### src/rtl/wcfb_pkg.sv
// ============================================================================
// WAKE CFB package
// Types, command codes and constants shared by the WAKE CFB core modules.
// ============================================================================
package wcfb_pkg;

   // Register indexes on the configuration port.
   localparam logic [2:0] REG_KEY_WORD_0  = 3'd0;
   localparam logic [2:0] REG_KEY_WORD_1  = 3'd1;
   localparam logic [2:0] REG_KEY_WORD_2  = 3'd2;
   localparam logic [2:0] REG_KEY_WORD_3  = 3'd3;
   localparam logic [2:0] REG_DECRYPT     = 3'd4;

   // Table geometry and key schedule constants.
   localparam logic [7:0]  IDX_LAST       = 8'd255;
   localparam logic [7:0]  MIX_OFFSET     = 8'd89;
   localparam logic [7:0]  MIX_LAST       = 8'd22;
   localparam logic [8:0]  PERM_X_ADDR    = 9'd33;
   localparam logic [8:0]  PERM_Z_ADDR    = 9'd59;
   localparam logic [8:0]  TABLE_TOP_ADDR = 9'd256;
   localparam logic [31:0] Z_SET_MASK     = 32'h0100_0001;
   localparam logic [31:0] BIT23_CLR_MASK = 32'hff7f_ffff;
   localparam logic [31:0] LOW24_MASK     = 32'h00ff_ffff;

   localparam logic [31:0] TT_CONST [8] = '{
      32'h726a_8f3b, 32'he69a_3b5c, 32'hd3c7_1fe5, 32'hab3c_73d2,
      32'h4d3a_8eb3, 32'h0396_d6e8, 32'h3d4c_2f7a, 32'h9ee2_7cf3
   };

   // Datapath command codes.
   localparam logic [4:0] OP_NONE      = 5'd0;
   localparam logic [4:0] OP_ACCEPT    = 5'd1;
   localparam logic [4:0] OP_FILL      = 5'd2;
   localparam logic [4:0] OP_MIX_HI    = 5'd3;
   localparam logic [4:0] OP_MIX_LO    = 5'd4;
   localparam logic [4:0] OP_MIX_WR    = 5'd5;
   localparam logic [4:0] OP_PERM_X    = 5'd6;
   localparam logic [4:0] OP_PERM_Z    = 5'd7;
   localparam logic [4:0] OP_PERM_INIT = 5'd8;
   localparam logic [4:0] OP_PERM_RD   = 5'd9;
   localparam logic [4:0] OP_PERM_WR   = 5'd10;
   localparam logic [4:0] OP_COPY_RD   = 5'd11;
   localparam logic [4:0] OP_COPY_WR   = 5'd12;
   localparam logic [4:0] OP_SH_A      = 5'd13;
   localparam logic [4:0] OP_SH_B      = 5'd14;
   localparam logic [4:0] OP_SH_C      = 5'd15;
   localparam logic [4:0] OP_SH_D      = 5'd16;
   localparam logic [4:0] OP_LOAD      = 5'd17;
   localparam logic [4:0] OP_M0        = 5'd18;
   localparam logic [4:0] OP_M1        = 5'd19;
   localparam logic [4:0] OP_M2        = 5'd20;
   localparam logic [4:0] OP_M3        = 5'd21;
   localparam logic [4:0] OP_M4        = 5'd22;

   typedef struct packed {
      logic [4:0] op;
      logic [7:0] idx;
   } cmd_type;

   typedef struct packed {
      logic out_busy;
      logic in_first;
   } sts_type;

   typedef struct packed {
      logic [3:0][31:0] key;
      logic             decrypt;
   } cfg_type;

endpackage

### src/rtl/wcfb_csr.sv
// ============================================================================
// WAKE CFB configuration registers
// Key words and mode bit behind an APB-style register port.
// ============================================================================
module wcfb_csr (
   input  logic              clock,
   input  logic              reset,
   input  logic              csr_psel,
   input  logic              csr_penable,
   input  logic              csr_pwrite,
   input  logic [4:0]        csr_paddr,
   input  logic [31:0]       csr_pwdata,
   output logic [31:0]       csr_prdata,
   output logic              csr_pready,
   output wcfb_pkg::cfg_type cfg
);

   logic [3:0][31:0] key_ff;
   logic [3:0][31:0] key_in;
   logic             decrypt_ff;
   logic             decrypt_in;
   logic             wr_en;
   logic [2:0]       reg_idx;

   assign csr_pready = 1'b1;
   assign wr_en      = csr_psel & csr_penable & csr_pwrite;
   assign reg_idx    = csr_paddr[4:2];

   always_comb begin
      key_in     = key_ff;
      decrypt_in = decrypt_ff;
      if (wr_en) begin
         unique case (reg_idx)
            wcfb_pkg::REG_KEY_WORD_0,
            wcfb_pkg::REG_KEY_WORD_1,
            wcfb_pkg::REG_KEY_WORD_2,
            wcfb_pkg::REG_KEY_WORD_3: key_in[reg_idx[1:0]] = csr_pwdata;
            wcfb_pkg::REG_DECRYPT:    decrypt_in = csr_pwdata[0];
            default: ;
         endcase
      end
   end

   always_comb begin
      unique case (reg_idx)
         wcfb_pkg::REG_KEY_WORD_0,
         wcfb_pkg::REG_KEY_WORD_1,
         wcfb_pkg::REG_KEY_WORD_2,
         wcfb_pkg::REG_KEY_WORD_3: csr_prdata = key_ff[reg_idx[1:0]];
         wcfb_pkg::REG_DECRYPT:    csr_prdata = {31'd0, decrypt_ff};
         default:                  csr_prdata = 32'd0;
      endcase
   end

   always_ff @(posedge clock) begin
      if (reset) begin
         key_ff     <= '0;
         decrypt_ff <= 1'b0;
      end else begin
         key_ff     <= key_in;
         decrypt_ff <= decrypt_in;
      end
   end

   assign cfg.key     = key_ff;
   assign cfg.decrypt = decrypt_ff;

endmodule

### config.mk
export PLATFORM = sky130hd
export DESIGN_NAME = wcfb_csr
export DESIGN_NICKNAME = d
export VERILOG_FILES = /design/src/rtl/wcfb_pkg.sv /design/src/rtl/wcfb_csr.sv
export SDC_FILE = /design/constraint.sdc
export NUM_CORES = 1
export LEC_CHECK = 0
export BUFFER_PORTS_ARGS = -buffer_cell sky130_fd_sc_hd__buf_2
export CORE_ASPECT_RATIO = 0.5
export CORE_MARGIN = 4
export CORE_UTILIZATION = 45
export DETAILED_ROUTE_END_ITERATION = 6
export HOLD_SLACK_MARGIN = 0.12
export PLACE_DENSITY = 0.75
export SETUP_SLACK_MARGIN = 0.02
export SYNTH_ARGS = -nofsm -noshare
export SYNTH_HDL_FRONTEND = slang
export SYNTH_SLANG_ARGS = --single-unit
### constraint.sdc
create_clock -name clock -period 1.4 [get_ports clock]
set_input_delay 0.21 -clock clock [delete_from_list [all_inputs] [get_ports clock]]
set_output_delay 0.21 -clock clock [all_outputs]
set_load 0.02 [all_outputs]
=== Word level (Yosys, flattened, before mapping) ===
Cells that the tools add are included.
W data, S select, Z words.

* Output and inout bits: 162
* Word-level logic and storage cells: 24
* Bits in registers: 129
* Input bits: 42

* Muxes and demuxes: 6
* Eq/ne operators: 4
* Reduce and logical (&&, ||, !) cells: 5
* Bitwise logic cells: 2
* $lt $le $gt $ge: 2

{| class="wikitable"
|+ Operators by type and width
! cell !! count
|-
| $bwmux W128 || 1
|-
| $bmux W32 S2 || 1
|-
| $demux W32 S2 || 1
|-
| $mux W32 || 2
|-
| $pmux W32 S2 || 1
|-
| $eq A3 B2 Y1 const B || 2
|-
| $reduce_and A2 Y1 || 2
|-
| $reduce_or A4 Y1 || 1
|-
| $eq A3 B1 Y1 const B || 1
|-
| $eq A3 B3 Y1 const B || 1
|-
| $logic_not A3 Y1 || 1
|-
| $lt A2 B3 Y1 const B || 1
|-
| $and A1 B1 Y1 || 2
|-
| $ge A2 B1 Y1 const B || 1
|-
| $logic_and A1 B1 Y1 || 1
|}

=== Longest topological paths before layout ===
* Depth in word-level cells: 5
* Gate-level depth with buffers: 7
* Mapped depth without buffers: 3

=== Least setup slack after synthesis ===
OpenSTA, ideal clock, no wires.

* Path type: input port to output port
* Start: input csr_paddr[3]
* End: output csr_prdata[14]
* Arrival: 1,270 ps
* Stages on the path: 4
* Slack: -80 ps
* Path buffers: 2
* Data required time: 1,190 ps
* Path through: buf_4 > buf_4 > mux4_2 > nor2b_1

* Word-level cells in the longest chain between the ends: 3
* Elaborated cells on any way between the ends: 9
* Those cells by class: 4 x eq/ne; 3 x mux; 2 x reduce/logical

{| class="wikitable"
|+ RTL lines
! what !! RTL line !! text
|-
| start, declared || wcfb_csr.sv:11 || <nowiki>input logic [4:0] csr_paddr,</nowiki>
|-
| $eq A3 B1 Y1 (tied with other cells) || wcfb_csr.sv:45 || <nowiki>unique case (reg_idx)</nowiki>
|-
| $reduce_or A4 Y1 or $mux W32 (tied branches) || wcfb_csr.sv:45, wcfb_csr.sv:49 ||
|-
| $pmux W32 S2 * || wcfb_csr.sv:45 ||
|-
| end, declared || wcfb_csr.sv:13 || <nowiki>output logic [31:0] csr_prdata,</nowiki>
|}

Mark *: on every way between the ends. The rest lies on a longest branch, timed or not. The select of a mux whose other input is x is not followed.

=== Worst setup path in the final report ===
* Start: register key_ff, in the netlist cfg[14]
* End: output csr_prdata[13]

* Word-level cells in the longest chain between the ends: 3

{| class="wikitable"
|+ RTL lines
! what !! RTL line !! text
|-
| start, declared || wcfb_csr.sv:18 || <nowiki>logic [3:0][31:0] key_ff;</nowiki>
|-
| start signal, assigned || wcfb_csr.sv:60 || <nowiki>key_ff <= key_in;</nowiki>
|-
| $bmux W32 S2 || wcfb_csr.sv:49 || <nowiki>wcfb_pkg::REG_KEY_WORD_3: csr_prdata = key_ff[reg_idx[1:0]];</nowiki>
|-
| $mux W32 (not written as such) || wcfb_csr.sv:49 ||
|-
| $pmux W32 S2 || wcfb_csr.sv:45 ||
|}

No other way between the ends. The select of a mux whose other input is x is not followed.

==> metrics.cfg <==
[setup_path]
cp_top_family=multiplexers
rr_endpoint=cfg[76]
path_cells=mux4_2, nor2b_2, buf_6
worstPathArrival_ns=1.49
crit_path_start=cfg[14]
r2r_slack_ns=0.58
cpPeakStageDelay_ns=0.44
cp_num_buf_inv=1
path_class=reg2out
r2r_cells=4
cp-end-kind=output pin
worst-path-max-fanout=3
critPathCapture=csr_prdata[13]
cp.depth=3
crit_required_ns=1.19
cp-start-kind=register
timing.rr.start=cfg[76]
slowest_stage=mux4_2

[die]
start_util=0.473
rows=29
ios=204
coreArea_um2=13000
dieArea_um2=15800
die_width_um=174
die_h_um=90.8

[detailed_routing]
wl_met2_um=9080
route.antenna.remaining_nets=0
via_count=5061
wl_per_cell_um=17.6
first_pass_iters=4
via_per_inst=5.01
first_iter_violations=263
wl_met1_um=7770
routed.top_layer=met4
wl_met3_um=706
drc_errors=0
wirelength_um=17800

[timing]
period_share=1.22
worst_slack_ns=-0.304
fmax_ghz=0.587
rsz0062_at_grt=true
hold_viol_final=0
worstMarginPinSlew_ns=0.686
fin_worst_skew_ns=0
finalCriticalPeriod_ns=1.70
setup_viol=32
slew_headroom=0.542
fin_setup_tns_ns=-9.07
maxSlewViolCount=0

[layout]
fin_nets=869
drive_above_1_share=0.586
syn2layout_area_growth_pct=50.8
antenna_cells=0

[grt]
grt_pass1_wl_um=28200
gr-total-overflow=0
grtUsageTotal=0.221
grt_pass1_vias=5344
grt_max_degree=58
antenna_found_initial=0

[run]
cap_violations=0

[placed_design]
gp_congestion=0.811
numPortBuffers=200
hpwlAfterDp_um=11700

[power]
irDropWorstVdd_mv=0.833
power.total_w=0.00915
p_leak_nw=4.70
pwr_density_cell_nw_per_um2=984

[yosys]
ys_seq_area_frac=0.419
syn_area_um2=6170
yosys_warnings=0
synth.area.top_cells=dfxtp_1 42%, mux2i_1 21%, nand2b_1 16%
synthCells=541
yosysTopAreaCellShare=0.419
synth_area_per_cell_um2=11.4
yosysTopAreaCell=dfxtp_1
synth_cell_type_count=22
ys_ff_latch=129
synth_nets=583

[cts]
clk_latency_ns=0.40
holdBufCountCts=0
cts.sink_count=129
cts-root-buf=clkbuf_16
h-tree-depth=4
clk_pin_slew_worst_paths_ns=0.06
cts_made_buffers=17
clockBufferDepth=2
cts_tree=yes

[run_status]
violations=negative setup slack
status=complete, but fails checks

[hold_path]
hp-class=in2reg

## synth_stat cells
master / count
buf_4: 16
nor4bb_1: 1
mux4_2: 29
nand3b_1: 1
nor2_1: 1
and4_4: 1
clkbuf_1: 21
buf_6: 5
and4b_1: 1
nand2b_1: 161
dfxtp_1: 129
mux2_2: 2
mux4_1: 2
conb_1: 1
and2_1: 1
nand2_2: 2
and2_4: 1
a221o_1: 1
nor2b_1: 32
mux2i_1: 129
buf_2: 2
nand2_1: 2
## through the flow
stage / setup slack (ns) / area (um2) / cells / hold WS (ns) / utilization
finish: -0.304 / 9300 / 1010 / 0.128 / 0.714
global route: -0.351 / 9300 / 1010 / 0.152 / 0.714
CTS: -0.324 / 9150 / 999 / 0.127 / 0.703
detailed placement: -0.214 / 7860 / 928 / 0.475 / 0.604
global placement: -0.197 / 7860 / 928 / 0.467 / 0.604
floorplan: 0.0173 / 6270 / 541 / 0.406 / -
## registers in the layout, summed over array words and instances (netlist names)
name,cells
cfg,128
decrypt_ff,1
## tightest hold or removal path, delay by kind of cell
| family | cells | cell delay (ns) |
|---|---|---|
| mux | 1 | 0.12 |
| simple gates | 1 | 0.09 |
| buf+inv | 1 | 0.08 |
## worst min path at each step
stage	cells after the start	slack [ns]	end	startpoint
floorplan	2	0.41	decrypt_ff	csr_paddr[4]
global route	3	0.15	cfg[92]	csr_pwdata[27]
global placement	2	0.47	cfg[63]	cfg[63]
finish	3	0.13	cfg[23]	csr_pwdata[22]
detailed placement	2	0.48	cfg[55]	cfg[55]
CTS	3	0.13	cfg[23]	csr_pwdata[22]
## cell type report
cell class / instances / area, um2
multi-input cells: 368 / 3520
repair buffers: 311 / 2250
flip-flops and latches: 129 / 2690
clock inverters: 13 / 200
clock buffers: 19 / 433
well taps: 170 / 213
fillers: 906 / 3730
## power by group
part	total [W]	switching [W]	internal, W
Clock	0.00478	0.00175	0.00303
Sequential	0.00372	0.0000167	0.00370
Combinational	0.000660	0.000343	0.000317
## placed cells by master (no fill, tap or decap), types with 3 or more instances in the layout
| cell type | netlist | routed |
|---|---|---|
| clkbuf_16 | 0 | 17 |
| nand2_2 | 2 | 3 |
| buf_2 | 2 | 166 |
| nor2b_2 | 0 | 6 |
| nand2b_1 | 161 | 161 |
| bufinv_16 | 0 | 4 |
| buf_12 | 0 | 17 |
| buf_4 | 16 | 96 |
| buf_6 | 5 | 32 |
| dfxtp_1 | 129 | 47 |
| mux4_2 | 29 | 31 |
| dfxtp_2 | 0 | 82 |
| nor2b_4 | 0 | 25 |
| inv_6 | 0 | 5 |
| mux2i_1 | 129 | 129 |
## cell families after synthesis
family | Yosys count | share of synthesized area
other cells | 1 | 0.000608
compound gates | 1 | 0.00162
mux | 162 | 0.328
buf+inv | 44 | 0.0430
flops | 129 | 0.419
simple gates | 204 | 0.208
## layer usage
layer  vias to the layer above  track usage
met5                         -            0
li1                       2422            -
met2                       127        0.396
met1                      2496        0.271
met3                        16       0.0464
met4                         0       0.0604
## repair_timing
item | in CTS | in global routing
pin swaps | 1 | 0
setup buffers | 39 | 11
gates resized for setup | 151 | 26
setup endpoints to repair | 32 | 32
Note: power is estimated with default switching activity, not from simulation.
