==> src/rtl/wcfb_pkg.sv <==
// ============================================================================
// WAKE CFB package
// Types, command codes and constants shared by the WAKE CFB core modules.
// ============================================================================
package wcfb_pkg;

   // Register indexes on the configuration port.
   localparam logic [2:0] REG_KEY_WORD_0  = 3'd0;
   localparam logic [2:0] REG_KEY_WORD_1  = 3'd1;
   localparam logic [2:0] REG_KEY_WORD_2  = 3'd2;
   localparam logic [2:0] REG_KEY_WORD_3  = 3'd3;
   localparam logic [2:0] REG_DECRYPT     = 3'd4;

   // Table geometry and key schedule constants.
   localparam logic [7:0]  IDX_LAST       = 8'd255;
   localparam logic [7:0]  MIX_OFFSET     = 8'd89;
   localparam logic [7:0]  MIX_LAST       = 8'd22;
   localparam logic [8:0]  PERM_X_ADDR    = 9'd33;
   localparam logic [8:0]  PERM_Z_ADDR    = 9'd59;
   localparam logic [8:0]  TABLE_TOP_ADDR = 9'd256;
   localparam logic [31:0] Z_SET_MASK     = 32'h0100_0001;
   localparam logic [31:0] BIT23_CLR_MASK = 32'hff7f_ffff;
   localparam logic [31:0] LOW24_MASK     = 32'h00ff_ffff;

   localparam logic [31:0] TT_CONST [8] = '{
      32'h726a_8f3b, 32'he69a_3b5c, 32'hd3c7_1fe5, 32'hab3c_73d2,
      32'h4d3a_8eb3, 32'h0396_d6e8, 32'h3d4c_2f7a, 32'h9ee2_7cf3
   };

   // Datapath command codes.
   localparam logic [4:0] OP_NONE      = 5'd0;
   localparam logic [4:0] OP_ACCEPT    = 5'd1;
   localparam logic [4:0] OP_FILL      = 5'd2;
   localparam logic [4:0] OP_MIX_HI    = 5'd3;
   localparam logic [4:0] OP_MIX_LO    = 5'd4;
   localparam logic [4:0] OP_MIX_WR    = 5'd5;
   localparam logic [4:0] OP_PERM_X    = 5'd6;
   localparam logic [4:0] OP_PERM_Z    = 5'd7;
   localparam logic [4:0] OP_PERM_INIT = 5'd8;
   localparam logic [4:0] OP_PERM_RD   = 5'd9;
   localparam logic [4:0] OP_PERM_WR   = 5'd10;
   localparam logic [4:0] OP_COPY_RD   = 5'd11;
   localparam logic [4:0] OP_COPY_WR   = 5'd12;
   localparam logic [4:0] OP_SH_A      = 5'd13;
   localparam logic [4:0] OP_SH_B      = 5'd14;
   localparam logic [4:0] OP_SH_C      = 5'd15;
   localparam logic [4:0] OP_SH_D      = 5'd16;
   localparam logic [4:0] OP_LOAD      = 5'd17;
   localparam logic [4:0] OP_M0        = 5'd18;
   localparam logic [4:0] OP_M1        = 5'd19;
   localparam logic [4:0] OP_M2        = 5'd20;
   localparam logic [4:0] OP_M3        = 5'd21;
   localparam logic [4:0] OP_M4        = 5'd22;

   typedef struct packed {
      logic [4:0] op;
      logic [7:0] idx;
   } cmd_type;

   typedef struct packed {
      logic out_busy;
      logic in_first;
   } sts_type;

   typedef struct packed {
      logic [3:0][31:0] key;
      logic             decrypt;
   } cfg_type;

endpackage

==> src/rtl/wcfb_ctrl.sv <==
// ============================================================================
// WAKE CFB controller
// Sequences the table build and the four M lookups of each item.
// ============================================================================
module wcfb_ctrl (
   input  logic              clock,
   input  logic              reset,
   input  logic              req_tvalid,
   output logic              req_tready,
   input  wcfb_pkg::sts_type sts,
   output wcfb_pkg::cmd_type cmd
);

   localparam logic [4:0] ST_IDLE      = 5'd0;
   localparam logic [4:0] ST_FILL      = 5'd1;
   localparam logic [4:0] ST_MIX_A     = 5'd2;
   localparam logic [4:0] ST_MIX_B     = 5'd3;
   localparam logic [4:0] ST_MIX_C     = 5'd4;
   localparam logic [4:0] ST_PERM_X    = 5'd5;
   localparam logic [4:0] ST_PERM_Z    = 5'd6;
   localparam logic [4:0] ST_PERM_INIT = 5'd7;
   localparam logic [4:0] ST_PERM_RD   = 5'd8;
   localparam logic [4:0] ST_PERM_WR   = 5'd9;
   localparam logic [4:0] ST_COPY_RD   = 5'd10;
   localparam logic [4:0] ST_COPY_WR   = 5'd11;
   localparam logic [4:0] ST_SH_A      = 5'd12;
   localparam logic [4:0] ST_SH_B      = 5'd13;
   localparam logic [4:0] ST_SH_C      = 5'd14;
   localparam logic [4:0] ST_SH_D      = 5'd15;
   localparam logic [4:0] ST_LOAD      = 5'd16;
   localparam logic [4:0] ST_DECIDE    = 5'd17;
   localparam logic [4:0] ST_M0        = 5'd18;
   localparam logic [4:0] ST_M1        = 5'd19;
   localparam logic [4:0] ST_M2        = 5'd20;
   localparam logic [4:0] ST_M3        = 5'd21;
   localparam logic [4:0] ST_M4        = 5'd22;

   logic [4:0] state_ff;
   logic [4:0] state_in;
   logic [7:0] idx_ff;
   logic [7:0] idx_in;
   logic [7:0] idx_inc;

   assign idx_inc    = idx_ff + 8'd1;
   assign req_tready = (state_ff == ST_IDLE);

   always_comb begin
      state_in = state_ff;
      idx_in   = idx_ff;
      cmd.op   = wcfb_pkg::OP_NONE;
      cmd.idx  = idx_ff;
      unique case (state_ff)
         ST_IDLE: begin
            if (req_tvalid) begin
               cmd.op   = wcfb_pkg::OP_ACCEPT;
               idx_in   = 8'd0;
               state_in = ST_DECIDE;
            end
         end
         // The captured first flag picks between a table build and plain work.
         ST_DECIDE: begin
            state_in = sts.in_first ? ST_FILL : ST_M0;
         end
         ST_FILL: begin
            cmd.op = wcfb_pkg::OP_FILL;
            idx_in = idx_inc;
            if (idx_ff == wcfb_pkg::IDX_LAST) begin
               state_in = ST_MIX_A;
            end
         end
         ST_MIX_A: begin
            cmd.op   = wcfb_pkg::OP_MIX_HI;
            state_in = ST_MIX_B;
         end
         ST_MIX_B: begin
            cmd.op   = wcfb_pkg::OP_MIX_LO;
            state_in = ST_MIX_C;
         end
         ST_MIX_C: begin
            cmd.op = wcfb_pkg::OP_MIX_WR;
            if (idx_ff == wcfb_pkg::MIX_LAST) begin
               idx_in   = 8'd0;
               state_in = ST_PERM_X;
            end else begin
               idx_in   = idx_inc;
               state_in = ST_MIX_A;
            end
         end
         ST_PERM_X: begin
            cmd.op   = wcfb_pkg::OP_PERM_X;
            state_in = ST_PERM_Z;
         end
         ST_PERM_Z: begin
            cmd.op   = wcfb_pkg::OP_PERM_Z;
            state_in = ST_PERM_INIT;
         end
         ST_PERM_INIT: begin
            cmd.op   = wcfb_pkg::OP_PERM_INIT;
            state_in = ST_PERM_RD;
         end
         ST_PERM_RD: begin
            cmd.op   = wcfb_pkg::OP_PERM_RD;
            state_in = ST_PERM_WR;
         end
         ST_PERM_WR: begin
            cmd.op = wcfb_pkg::OP_PERM_WR;
            idx_in = idx_inc;
            state_in = (idx_ff == wcfb_pkg::IDX_LAST) ? ST_COPY_RD : ST_PERM_RD;
         end
         ST_COPY_RD: begin
            cmd.op   = wcfb_pkg::OP_COPY_RD;
            state_in = ST_COPY_WR;
         end
         ST_COPY_WR: begin
            cmd.op   = wcfb_pkg::OP_COPY_WR;
            state_in = ST_SH_A;
         end
         ST_SH_A: begin
            cmd.op   = wcfb_pkg::OP_SH_A;
            state_in = ST_SH_B;
         end
         ST_SH_B: begin
            cmd.op   = wcfb_pkg::OP_SH_B;
            state_in = ST_SH_C;
         end
         ST_SH_C: begin
            cmd.op   = wcfb_pkg::OP_SH_C;
            state_in = ST_SH_D;
         end
         ST_SH_D: begin
            cmd.op = wcfb_pkg::OP_SH_D;
            idx_in = idx_inc;
            state_in = (idx_ff == wcfb_pkg::IDX_LAST) ? ST_LOAD : ST_SH_A;
         end
         ST_LOAD: begin
            cmd.op   = wcfb_pkg::OP_LOAD;
            state_in = ST_M0;
         end
         // The result register must be free before the next output is loaded.
         ST_M0: begin
            if (!sts.out_busy) begin
               cmd.op   = wcfb_pkg::OP_M0;
               state_in = ST_M1;
            end
         end
         ST_M1: begin
            cmd.op   = wcfb_pkg::OP_M1;
            state_in = ST_M2;
         end
         ST_M2: begin
            cmd.op   = wcfb_pkg::OP_M2;
            state_in = ST_M3;
         end
         ST_M3: begin
            cmd.op   = wcfb_pkg::OP_M3;
            state_in = ST_M4;
         end
         ST_M4: begin
            cmd.op   = wcfb_pkg::OP_M4;
            state_in = ST_IDLE;
         end
         default: begin
            state_in = ST_IDLE;
         end
      endcase
   end

   always_ff @(posedge clock) begin
      if (reset) begin
         state_ff <= ST_IDLE;
         idx_ff   <= 8'd0;
      end else begin
         state_ff <= state_in;
         idx_ff   <= idx_in;
      end
   end

endmodule

==> config.mk <==
export PLATFORM = sky130hd
export DESIGN_NAME = wcfb_ctrl
export DESIGN_NICKNAME = d
export VERILOG_FILES = /design/src/rtl/wcfb_pkg.sv /design/src/rtl/wcfb_ctrl.sv
export SDC_FILE = /design/constraint.sdc
export NUM_CORES = 1
export LEC_CHECK = 0
export BUFFER_PORTS_ARGS = -buffer_cell sky130_fd_sc_hd__buf_2
export CAP_MARGIN = 20
export CORE_AREA = 2 2 54 56
export CTS_BUF_LIST = sky130_fd_sc_hd__clkbuf_16
export DETAILED_ROUTE_END_ITERATION = 12
export DIE_AREA = 0 0 56 58
export PLACE_DENSITY_LB_ADDON = 0.25
export SYNTH_ARGS = -nofsm -noshare
export SYNTH_HDL_FRONTEND = slang
export SYNTH_SLANG_ARGS = --single-unit
==> constraint.sdc <==
create_clock -name clock -period 2.3 [get_ports clock]
set_clock_uncertainty 0.1 [all_clocks]
set_input_delay 0.23 -clock clock [delete_from_list [all_inputs] [get_ports clock]]
set_output_delay 0.23 -clock clock [all_outputs]
set_load 0.05 [all_outputs]
## After elaboration in Yosys (flattened, before gate mapping)

Cells that the tools add are included.

- Register bits after elaboration: 13
- Bits in latches: 0
- RAM bits: 0
- Memory bits (read-only): 0
- Input bits: 5
- Output and inout bits: 14
- Word-level logic and storage cells: 49
- Memories kept: 0

- Add/sub/neg operators: 1
- Multipliers: 0
- Divide/modulo/power cells: 0
- Order comparisons: 0
- Equal/unequal tests: 27
- Shifts and indexed selects: 0
- Mux-type cells: 14
- Bitwise logic cells: 0
- Reductions and logical operators: 5

Operators by type and width:

| operator | number |
|---|---|
| $pmux W5 S22 | 2 |
| $eq A5 B4 Y1 const B | 8 |
| $eq A5 B5 Y1 const B | 7 |
| $mux W5 | 6 |
| $pmux W8 S3 | 1 |
| $eq A5 B3 Y1 const B | 4 |
| $mux W8 | 2 |
| $eq A5 B2 Y1 const B | 2 |
| $add A8 B1 Y8 const B | 1 |
| $eq A8 B5 Y1 const B | 1 |
| $eq A8 B8 Y1 const B | 1 |
| $ne A2 B2 Y1 const B | 3 |
| $eq A5 B1 Y1 const B | 1 |
| $logic_not A5 Y1 | 1 |
| $mux W3 | 1 |
| $reduce_and A3 Y1 | 1 |
| $reduce_bool A3 Y1 | 1 |
| $reduce_or A3 Y1 | 1 |
| $mux W2 | 1 |
| $reduce_and A2 Y1 | 1 |
| $mux W1 | 1 |

## Longest topological paths before layout

- Word-level depth: 4
- Depth in mapped cells: 7
- Depth with buffers taken out: 7

## Least setup slack after synthesis

Ideal clock, no wire load.

- Kind: reg-to-output
- From: register state_ff[2]
- To: output port cmd[12] in the netlist's numbering
- Data arrival time: 2.114 ns
- Data required time: 1.970 ns
- Path slack: -0.144 ns
- Stages on the path, launching flop included: 5
- Path buffers: 1
- Path through: dfxtp_1 -> buf_2 -> nor2b_1 -> a221oi_1 -> o32ai_1

RTL lines:

| item | RTL line | text |
|---|---|---|
| start: declaration | wcfb_ctrl.sv:38 | `logic [4:0] state_ff;` |
| start signal: assignment | wcfb_ctrl.sv:173 | `state_ff <= state_in;` |
| end: declaration | wcfb_ctrl.sv:11 | `output wcfb_pkg::cmd_type cmd` |

==> out/results.ini <==
[outcome]
outcome = completed

[setup_path]
ff2ff_setup_slack_ns = 0.39
reg2reg_depth = 5
crit_family = simple AND/OR/NAND/NOR gates
worst_setup_path_start_kind = flop
cp.depth = 5
r2r_end = state_ff[3]
critical-path-slowest-cell = dfxtp_1
worstPathArrival_ns = 1.81
crit_fanout = 9
path_cells = and2_1 -> nand2_1 -> or2_2 -> a21oi_2 -> buf_2
slowest_delay_ns = 0.48
critical_path_class = reg -> out
endpoint_kind = output port
path_buf_inv = 1
r2r_start = state_ff[4]
crit_required_ns = 1.97

[global_routing]
grt_pass1_wl_um = 4860
grt_pass1_vias = 1053
gr-total-overflow = 0
grt_use_total_pct = 18.7
antenna_found_initial = 0
grt_max_degree = 19

[clock_tree]
clock-sinks = 13
cts_tree = yes
post_cts_buffers = 0
clockBufferDepth = 2
clk_latency_ns = 0.24
clk_pin_slew_ns = 0.04
cts_hold_buf = 0
cts_root_buffer = clkbuf_16
h-tree-depth = 1
cts_buffers = 3
cts_resized = 0

[final_layout]
final_util_pct = 49.2
final_layout_size_suffix_gt1_share_pct = 23.4
antenna_cells = 0
synthToLayoutAreaGrowth_pct = 18.6
final.fill_count = 275
multi_input_area_um2 = 776
nets = 175
regArea_um2 = 262

[drt]
drt_iter0_drc = 80
wl_per_cell_um = 14.4
viasPerCell = 6.04
first_pass_iters = 4
dr_total_vias = 1196
wirelength_um = 2850
drtAntennaViolNets = 0
drc_errors = 0

[power]
irDropWorstVdd_mv = 1.03
powerDensity_nw_per_um2 = 1350
total_power_mw = 1.77
power.leakage_nw = 0.503

[timing]
hold_viol = 0
fin_setup_tns_ns = 0
fin_crit_ns = 2.14
maxSlewHeadroom_pct = 67.6
rsz0062_at_grt = false
finalSetupViolCount = 0
tightest_slew_ns = 0.481
period_share_pct = 92.9
slew_violations = 0
timing.hold.ws_ns = 0.196
max_freq_mhz = 468

[floorplan]
rows = 19
die_w_um = 56
die_y_um = 58
core_area_um2 = 2660
dieArea_um2 = 3250
initial_core_util_pct = 41.4
ios = 19

[min_path]
min_to = state_ff[0]
worstHoldStart = reset
hold_path.class = in -> reg
min_path_cells = 3

[logic_synthesis]
synth_top_cell_by_area = dfxtp_1
yosys.cell_types.count = 48
yosysTopAreaCellShare_pct = 23.6
synth_ff_type = dfxtp_1
netlist_area_um2 = 1100
ys_async_sr_fraction_pct = 0
synth_area_leaders = dfxtp_1, a21oi_1, nor2_1
ys_seq_area_share_pct = 23.6
synth_area_per_cell_um2 = 7.36
synth-seq-cells = 13
yosysWarnings = 0
syn_nets = 157
synth_edf_count = 0
synthCells = 150

[place]
numPortBuffers = 18
place.gp.congestion = 0.893
hpwl_um = 2140

[flow_run]
maxCapViolCount = 0

[worst reg2reg max path, cell delays in order (launching register included)]
cell,delay [ns]
dfxtp_1,0.37
nor4_1,0.49
or3b_2,0.50
nand3b_1,0.14
nor2_1,0.08
o21a_1,0.12
[metal layers]
layer	global-route usage, %	vias to the layer above	share of wire, %
met5	0	-	0
met4	6.12	0	1.6
met3	2.01	7	7.3
met2	28.9	59	46
met1	27.3	546	46
li1	-	584	-
[power breakdown]
group / internal, mW / leakage [nW] / switching (mW)
Clock: 0.229 / 0.0423 / 0.0894
Combinational: 0.370 / 0.354 / 0.726
Sequential: 0.274 / 0.106 / 0.0821
[layout make-up]
cell class	count	share of cell area, %
Timing Repair Buffer	24	10.3
Inverter	5	1.43
Multi-Input combinational cell	121	59.3
Clock inverter	1	0.287
Clock buffer	3	5.74
Sequential cell	13	20.0
Tap cell	31	2.96
[synthesized netlist by cell type (4+ instances only)]
cell type and instances:
clkbuf_1 4, a21oi_1 13, xnor2_1 5, nand3_1 5, nor2b_1 6, dfxtp_1 13
inv_1 5, o21ai_0 8, nand2_1 9, nor2_1 16, a211oi_1 5, nand2b_1 4
[cell families after synthesis]
kind of cell	Yosys count	synth area share, %
buf+inv	16	7.14
xor+xnor	7	5.56
fa+ha+maj	2	2.27
simple gates	62	30.7
flops	13	23.6
compound gates	50	30.7
[placed cells by master (no fill, tap or decap), types with 3 or more instances in the layout]
cell type  netlist  routed
a21oi_1         13      12
o21ai_1          2       3
or2_2            3       3
dfxtp_1         13      12
nand2_1          9       9
a211oi_1         5       5
inv_1            5       6
clkbuf_16        0       3
or3_1            3       3
o21a_1           3       3
o21ai_0          8       7
buf_2            3      18
nor4_1           3       3
nor2_1          16      16
nor2b_1          6       6
nand3_1          5       5
buf_4            0       6
xnor2_1          5       5
nand2b_1         4       4
[worst max-delay path by stage]
stage                      startpoint     endpoint  slack, ns
final                     state_ff[0]      cmd[11]       0.16
after global routing      state_ff[0]       cmd[8]       0.06
after CTS                 state_ff[1]      cmd[11]       0.15
after detailed placement  state_ff[1]  state_ff[3]       0.39
after global placement    state_ff[1]  state_ff[2]       0.36
after floorplan           state_ff[2]       cmd[8]       0.07
[registers in the layout, indices dropped and copies added (netlist names)]
register,cells
idx_ff,8
state_ff,5
[metrics by stage]
stage	instance area [um^2]	worst slack [ns]	cells
3_3_place_gp	1230	0.357	194
5_1_grt	1310	0.0583	198
4_1_cts	1310	0.146	198
6_report	1310	0.163	198
2_1_floorplan	1110	0.0746	150
3_5_place_dp	1230	0.391	194
(Power assumes the default switching activity.)
